<file path="src/design/cbw_pkg.sv">
// Shared constants and width helpers for the clamped barycentric weights unit.
// No dependencies; every other file imports this package.
`default_nettype none
package cbw_pkg;

    localparam int CBW_COORD_WIDTH      = 16;
    localparam int CBW_WEIGHT_FRAC_BITS = 15;
    localparam int CBW_LIMIT_WIDTH      = 32;
    localparam int CBW_QUEUE_DEPTH      = 2;

    // Width of the Gram determinant and the numerators, with headroom for Nu.
    function automatic int cbw_num_width(input int coord_width);
        int diff_w;
        int dot_w;
        diff_w = coord_width + 1;
        dot_w  = 2 * diff_w + 2;
        return 2 * dot_w + 2;
    endfunction

    function automatic int cbw_dot_width(input int coord_width);
        return 2 * (coord_width + 1) + 2;
    endfunction

endpackage
`default_nettype wire

</file>
<file path="src/design/cbw_queue.sv">
// Short queue between the front end and the divider back end.
// Uses cbw_pkg for the default depth.
`default_nettype none
module cbw_queue import cbw_pkg::*; #(
    parameter int DATA_W = 8,
    parameter int DEPTH  = CBW_QUEUE_DEPTH
) (
    input  wire logic              i_clk,
    input  wire logic              i_rst_n,
    input  wire logic              i_push,
    input  wire logic [DATA_W-1:0] i_data,
    output logic                   o_full,
    output logic                   o_valid,
    output logic [DATA_W-1:0]      o_data
);
    localparam int AW = (DEPTH > 1) ? $clog2(DEPTH) : 1;

    logic [DATA_W-1:0] r_mem[DEPTH];
    logic [AW-1:0]     r_wptr, r_rptr;
    logic [AW:0]       r_cnt;
    logic              r_vld;
    logic [DATA_W-1:0] r_rd_data;
    logic              n_pop;

    // The back end never stalls, so an entry is read as soon as one is held.
    assign n_pop = (r_cnt != '0);

    always_ff @(posedge i_clk) begin
        if (!i_rst_n) begin
            r_wptr <= '0;
            r_rptr <= '0;
            r_cnt  <= '0;
            r_vld  <= 1'b0;
        end else begin
            if (i_push) begin
                r_wptr <= (r_wptr == AW'(DEPTH - 1)) ? '0 : r_wptr + 1'b1;
            end
            if (n_pop) begin
                r_rptr <= (r_rptr == AW'(DEPTH - 1)) ? '0 : r_rptr + 1'b1;
            end
            r_cnt <= r_cnt + (AW+1)'(i_push) - (AW+1)'(n_pop);
            r_vld <= n_pop;
        end
    end

    always_ff @(posedge i_clk) begin
        if (i_push) begin
            r_mem[r_wptr] <= i_data;
        end
        if (n_pop) begin
            r_rd_data <= r_mem[r_rptr];
        end
    end

    assign o_full  = (r_cnt == (AW+1)'(DEPTH));
    assign o_valid = r_vld;
    assign o_data  = r_rd_data;

endmodule
`default_nettype wire

</file>
<file path="config.mk">
export PLATFORM = sky130hd
export DESIGN_NAME = cbw_queue
export DESIGN_NICKNAME = d
export VERILOG_FILES = /design/src/design/cbw_pkg.sv /design/src/design/cbw_queue.sv
export SDC_FILE = /design/constraint.sdc
export NUM_CORES = 1
export LEC_CHECK = 0
export ABC_AREA = 1
export BUFFER_PORTS_ARGS = -buffer_cell sky130_fd_sc_hd__buf_2
export CORE_MARGIN = 5
export CORE_UTILIZATION = 55
export DETAILED_ROUTE_END_ITERATION = 10
export PLACE_DENSITY = 0.82
export SLEW_MARGIN = 10
export SYNTH_ARGS = -nofsm -noshare
export SYNTH_HDL_FRONTEND = slang
export SYNTH_SLANG_ARGS = --single-unit
</file>
<file path="constraint.sdc">
create_clock -name i_clk -period 3.4 [get_ports i_clk]
set_clock_uncertainty 0.15 [all_clocks]
set_input_delay 0.34 -clock i_clk [delete_from_list [all_inputs] [get_ports i_clk]]
set_output_delay 0.34 -clock i_clk [all_outputs]
set_load 0.005 [all_outputs]
</file>
==> flow_metrics.tcl, run 1 <==
set metrics [dict create \
    max_freq_mhz 684 \
    dpl-instance-area_um2 1160 \
    crit_fanout 4 \
    powerDensity_nw_per_um2 521 \
    synth_area_per_cell_um2 13.1 \
    drv_cap 0 \
    ys_warn_count 0 \
    slew_violations 0 \
    grt_max_degree 11 \
    use_met3_pct 7.61 \
    peakVddDrop_uv 415 \
    ant_nets 0 \
    vias_per_cell 4.61 \
    drtIter0Drc 13 \
    area_growth_pct 16.5 \
    cpMaxStageDelayCell "dfxtp_1" \
    post-route-period-util_pct 43.0 \
    cp-end-kind "primary output" \
    postCtsSetupBuffers 0 \
    grt_pass1_wl_um 2290 \
    n_antenna_cell 0 \
    antenna_found_initial 0 \
    maxSlewHeadroom_pct 57.8 \
    period_minus_slack_ns 1.46 \
    finalSetupTns_ns 0 \
    top_usage_layer "met2" \
    stdcell_area_um2 1210 \
    hpwlAfterDp_um 980 \
    cts_made_buffers 5 \
    ios 21 \
    syn_nets 91 \
    cp.required_ns 2.91 \
    clock-root-buffer "clkbuf_4" \
    grt_pass1_vias 530 \
    syn_area_um2 1040 \
    status "finished, final reports clean" \
    max_stage_delay_ns 0.39 \
    drive_gt1_share_pct 29.2 \
    seq_area_frac_synth_pct 79.0 \
    drc_errors 0 \
    synth.distinct_cells 14 \
    wl_per_cell_um 10.5 \
    crit_type "flop to primary output" \
    via_count 604 \
    numClockSinks 29 \
    core-area_um2 1760 \
    die-area_um2 2860 \
    grt_usage_pct 12.7 \
    ys_ff_latch 29 \
    rsz0062_at_grt "false" \
    synthCells 79 \
    worst_pin_slew_ns 0.631 \
    drt_first_pass_iters 4 \
    hold_buffers 0 \
    start_util_pct 58.9 \
    cts-resized-gates 0 \
    rows 15 \
    start_kind "flop" \
    wirelength_um 1380 \
    met2_usage_pct 17.6 \
    port_buffers 20 \
    path_clk_slew_ns 0.08 \
    clock_path_buffers 2 \
    dieWidth_um 53.5 \
    met1_usage_pct 14.4 \
    setup_viol 0 \
    clkLatencyLatePin_ns 0.31 \
    gp_congestion 0.715 \
    die_h_um 53.5 \
    hold_viol 0 \
    gr-total-overflow 0 \
    p_leak_nw 0.533 \
    fillers 153 \
    holdCritPathClass "input pin to flop" \
    crit_arrival_ns 0.97 \
    final_nets 117 \
    crit_chain "inv_1 > nor2_1 > buf_2" \
    htreeDepth 2 \
    cts_tree "done" \
]
==> per-layer routing <==
layer,wire [um],share of wire (%),vias to the layer above
li1,-,-,315
met1,535,39,265
met2,673,49,20
met3,120,8.7,4
met4,48,3.5,0
met5,0,0,-
==> final timing paths <==
| path | start | endpoint | slack, ns | cells past startpoint |
|---|---|---|---|---|
| worst max-delay path | r_cnt[1]$_SDFF_PN0_ | o_full | 1.94 | 3 |
| worst min-delay path | i_data[7] | r_mem[0][7]$_DFFE_PP_ | 0.07 | 1 |
| worst max register to register | r_wptr$_SDFFE_PN0P_ | r_mem[0][1]$_DFFE_PP_ | 2.05 | 1 |
| worst min register to register | r_mem[0][6]$_DFFE_PP_ | o_data[6]$_DFFE_PP_ | 0.37 | 2 |
==> kinds of logic (layout without fill, tap and decap cells) <==
| family | count (synthesis) | count (layout) | synth area share, % |
|---|---|---|---|
| AOI/OAI and AO/OA | 1 | 1 | 0.481 |
| adders and majority gates | 1 | 1 | 1.20 |
| buffers and inverters | 8 | 35 | 4.10 |
| DFF | 29 | 29 | 79.0 |
| and+or+nand+nor | 40 | 40 | 15.2 |
==> final cells by class <==
cell class,instances,area [um^2],share of cell area (%)
timing repair buffer,20,100,8.27
tap,25,31.3,2.59
clock buffer,6,41.3,3.41
clock inverter,2,10.0,0.827
sequential,29,821,67.8
inverter,7,31.3,2.59
multi-input combinational,42,175,14.5
==> metrics by stage <==
stage	instances	utilization (%)	setup WS, ns	total power, mW	hold slack [ns]
2_1_floorplan	79	-	2.15	0.442	0.288
3_3_place_gp	123	65.7	1.92	0.457	0.345
3_5_place_dp	123	65.7	1.89	0.459	0.347
4_1_cts	131	68.6	1.91	0.641	0.0490
5_1_grt	131	68.6	1.84	0.671	0.0300
6_report	131	68.6	1.94	0.631	0.0662
==> report_power, final <==
part / internal, mW / switching [mW]
sequential: 0.406 / 0.00769
combinational: 0.0144 / 0.0226
clock: 0.0785 / 0.102
total: 0.498 / 0.132
==> worst max-delay path: cells and delay by family (launching register included) <==
kind	cells	cell delay, ns
flip-flops	1	0.39
buffers and inverters	2	0.19
AND/OR/NAND/NOR	1	0.09
==> registers in the layout, indices dropped and copies added (netlist names) <==
name and count:
o_valid 1, r_mem 16, r_cnt 2, o_data 8, r_rptr 1, r_wptr 1
==> placed cells by master (no fill, tap or decap), drive strengths merged <==
cell,Yosys,layout
edfxtp,24,24
dfxtp,5,5
a21oi,1,1
nand3,1,1
inv,7,7
nor3,1,1
ha,1,1
buf,1,20
clkbuf,0,6
nand2,29,29
clkinv,0,2
nor2,9,9
==> cell usage after synthesis <==
cell	n	area share [%]
a21oi_1	1	0.48
buf_6	1	1.1
dfxtp_1	5	9.6
edfxtp_1	24	69
ha_1	1	1.2
inv_1	5	1.8
inv_2	1	0.36
inv_6	1	0.84
nand2_1	28	10
nand2_2	1	0.60
nand3_1	1	0.48
nor2_1	8	2.9
nor2_2	1	0.60
nor3_1	1	0.48
Note: power is estimated with default switching activity, not from simulation.
==> run 2: changes to the inputs <==
--- a/config.mk
+++ b/config.mk
@@ -8,9 +8,9 @@
 export ABC_AREA = 1
 export BUFFER_PORTS_ARGS = -buffer_cell sky130_fd_sc_hd__buf_2
 export CORE_MARGIN = 5
-export CORE_UTILIZATION = 55
+export CORE_UTILIZATION = 46
 export DETAILED_ROUTE_END_ITERATION = 10
-export PLACE_DENSITY = 0.82
+export PLACE_DENSITY = 0.73
 export SLEW_MARGIN = 10
 export SYNTH_ARGS = -nofsm -noshare
 export SYNTH_HDL_FRONTEND = slang
==> constraint.sdc (replaced) <==
create_clock -name i_clk -period 1.3 [get_ports i_clk]
set_clock_uncertainty 0.15 [all_clocks]
set_input_delay 0.13 -clock i_clk [delete_from_list [all_inputs] [get_ports i_clk]]
set_output_delay 0.13 -clock i_clk [all_outputs]
set_load 0.005 [all_outputs]
==> flow_metrics.tcl, run 2 (same netlist as run 1, synthesis figures left out) <==
set metrics [dict create \
    die_h_um 57.5 \
    hold_end "o_data[7]$_DFFE_PP_" \
    hold_depth 2 \
    drc_errors 0 \
    setup_viol 0 \
    grt_usage_pct 11.2 \
    clock-root-buffer "clkbuf_4" \
    path_clk_slew_ns 0.08 \
    core-area_um2 2190 \
    dieWidth_um 57.5 \
    antenna_found_initial 0 \
    p_int_mw 1.34 \
    post-route-period-util_pct 93.9 \
    cts_made_buffers 5 \
    hpwlAfterDp_um 1090 \
    start_kind "input pin" \
    p_switching_mw 0.359 \
    p_sw_share_pct 21.1 \
    crit_arrival_ns 1.10 \
    fillers 181 \
    power_frac_comb_pct 7.9 \
    die-area_um2 3310 \
    clkLatencyLatePin_ns 0.31 \
    clock_path_buffers 2 \
    final_common_cell "nand2_1" \
    postCtsSetupBuffers 0 \
    r2r-end "o_data[1]$_DFFE_PP_" \
    p_leak_nw 0.585 \
    hold_viol 0 \
    cts_tree "done" \
    ios 21 \
    setup_ws_ns 0.0798 \
    gr-total-overflow 0 \
    start_util_pct 47.4 \
    worst_pin_slew_ns 0.314 \
    drive_gt1_share_pct 28.6 \
    finalSetupTns_ns 0 \
    final_nets 130 \
    period_minus_slack_ns 1.22 \
    n_antenna_cell 0 \
    pwr-share-seq_pct 63.3 \
    peakVddDrop_uv 612 \
    slew_violations 0 \
    port_buffers 20 \
    place_ws_ns 0.0872 \
    reg2reg_depth 2 \
    gp_congestion 0.671 \
    drtIter0Drc 12 \
    numClockSinks 29 \
    rsz0062_at_grt "false" \
    status "finished, final reports clean" \
    drv_cap 0 \
    grt_pass1_vias 605 \
    r2r-start "r_cnt[0]$_SDFF_PN0_" \
    top_register "r_mem" \
    largest_register_ffs 16 \
    cp.required_ns 1.18 \
    worstHoldStart "r_mem[1][7]$_DFFE_PP_" \
    grt_max_degree 11 \
    grt_pass1_wl_um 2600 \
    rows 17 \
    layout_common_cells "28 x nand2_1, 24 x edfxtp_1, 20 x buf_2" \
    holdCritPathClass "flop to flop" \
    maxSlewHeadroom_pct 79.0 \
    powerDensity_nw_per_um2 1270 \
    drt_first_pass_iters 4 \
    crit_fanout 6 \
    vias_per_cell 4.42 \
    ant_nets 0 \
    via_count 650 \
    htreeDepth 2 \
    r2r_slack_ns 0.09 \
    crit_type "input pin to flop" \
    wl_per_cell_um 10.7 \
    wirelength_um 1580 \
    max_freq_mhz 820 \
    cp-end-kind "flop" \
    area_growth_pct 28.8 \
    clkPwrFrac_pct 28.7 \
]
==> run 2: changes by cell type in the layout (fill, tap and decap cells not counted) <==
cell | before | now
buf_4 | 0 | 3
clkbuf_1 | 1 | 3
clkinv_2 | 2 | 0
dfxtp_1 | 5 | 4
dfxtp_2 | 0 | 1
dlygate4sd3_1 | 0 | 10
nor2_1 | 8 | 7
nor2_2 | 1 | 2
==> run 2: power groups by stage <==
stage	clock, mW	sequential [mW]	combinational [mW]
2_1_floorplan	0	1.10	0.0599
3_3_place_gp	0	1.10	0.109
3_5_place_dp	0	1.10	0.113
4_1_cts	0.505	1.08	0.136
5_1_grt	0.559	1.08	0.154
6_report	0.489	1.08	0.135
==> run 2: worst max path at each step <==
stage / start / end / slack (ns) / cells past startpoint
4_1_cts: i_push / r_mem[0][4]$_DFFE_PP_ / 0.04 / 5
3_3_place_gp: r_cnt[0]$_SDFF_PN0_ / o_data[0]$_DFFE_PP_ / 0.14 / 2
5_1_grt: r_cnt[1]$_SDFF_PN0_ / o_full / 0.01 / 3
3_5_place_dp: r_cnt[0]$_SDFF_PN0_ / o_data[3]$_DFFE_PP_ / 0.09 / 2
6_report: i_push / r_mem[0][3]$_DFFE_PP_ / 0.08 / 5
2_1_floorplan: r_wptr$_SDFFE_PN0P_ / r_mem[0][0]$_DFFE_PP_ / 0.09 / 1
==> run 2: area by class of cell <==
class / instances / area (um^2) / share of cell area [%]
Inverter: 7 / 31.3 / 2.34
Multi-Input combinational cell: 42 / 178 / 13.3
Sequential cell: 29 / 822 / 61.5
Clock buffer: 8 / 48.8 / 3.65
Tap cell: 28 / 35.0 / 2.62
Timing Repair Buffer: 33 / 223 / 16.7
==> run 2: per-layer routing <==
metal	part of all wire [%]	GRT usage [%]
met1	40	11.2
met2	50	17.7
met4	2.9	6.95
met3	7.1	6.33
met5	0	0
==> run 2: worst max-delay path, stage by stage <==
cell and delay, ns:
dlygate4sd3_1 0.51, buf_2 0.13, inv_1 0.05, nor2_2 0.10
buf_4 0.17
==> run 2: per-stage QoR <==
step | utilization (%) | hold WS (ns) | instance area [um^2] | power, mW | cells
4_1_cts | 60.9 | 0.363 | 1330 | 1.72 | 147
2_1_floorplan | - | 0.0776 | 1040 | 1.16 | 79
6_report | 61.1 | 0.360 | 1340 | 1.70 | 147
3_5_place_dp | 54.1 | 0.171 | 1180 | 1.21 | 129
5_1_grt | 61.1 | 0.361 | 1340 | 1.79 | 147
3_3_place_gp | 54.1 | 0.168 | 1180 | 1.21 | 129
==> run 2: what timing repair did <==
action	4_1_cts	5_1_grt
endpoints found under the hold margin	21	0
hold buffers	10	0
setup endpoints to repair	0	4
resized for setup	0	2
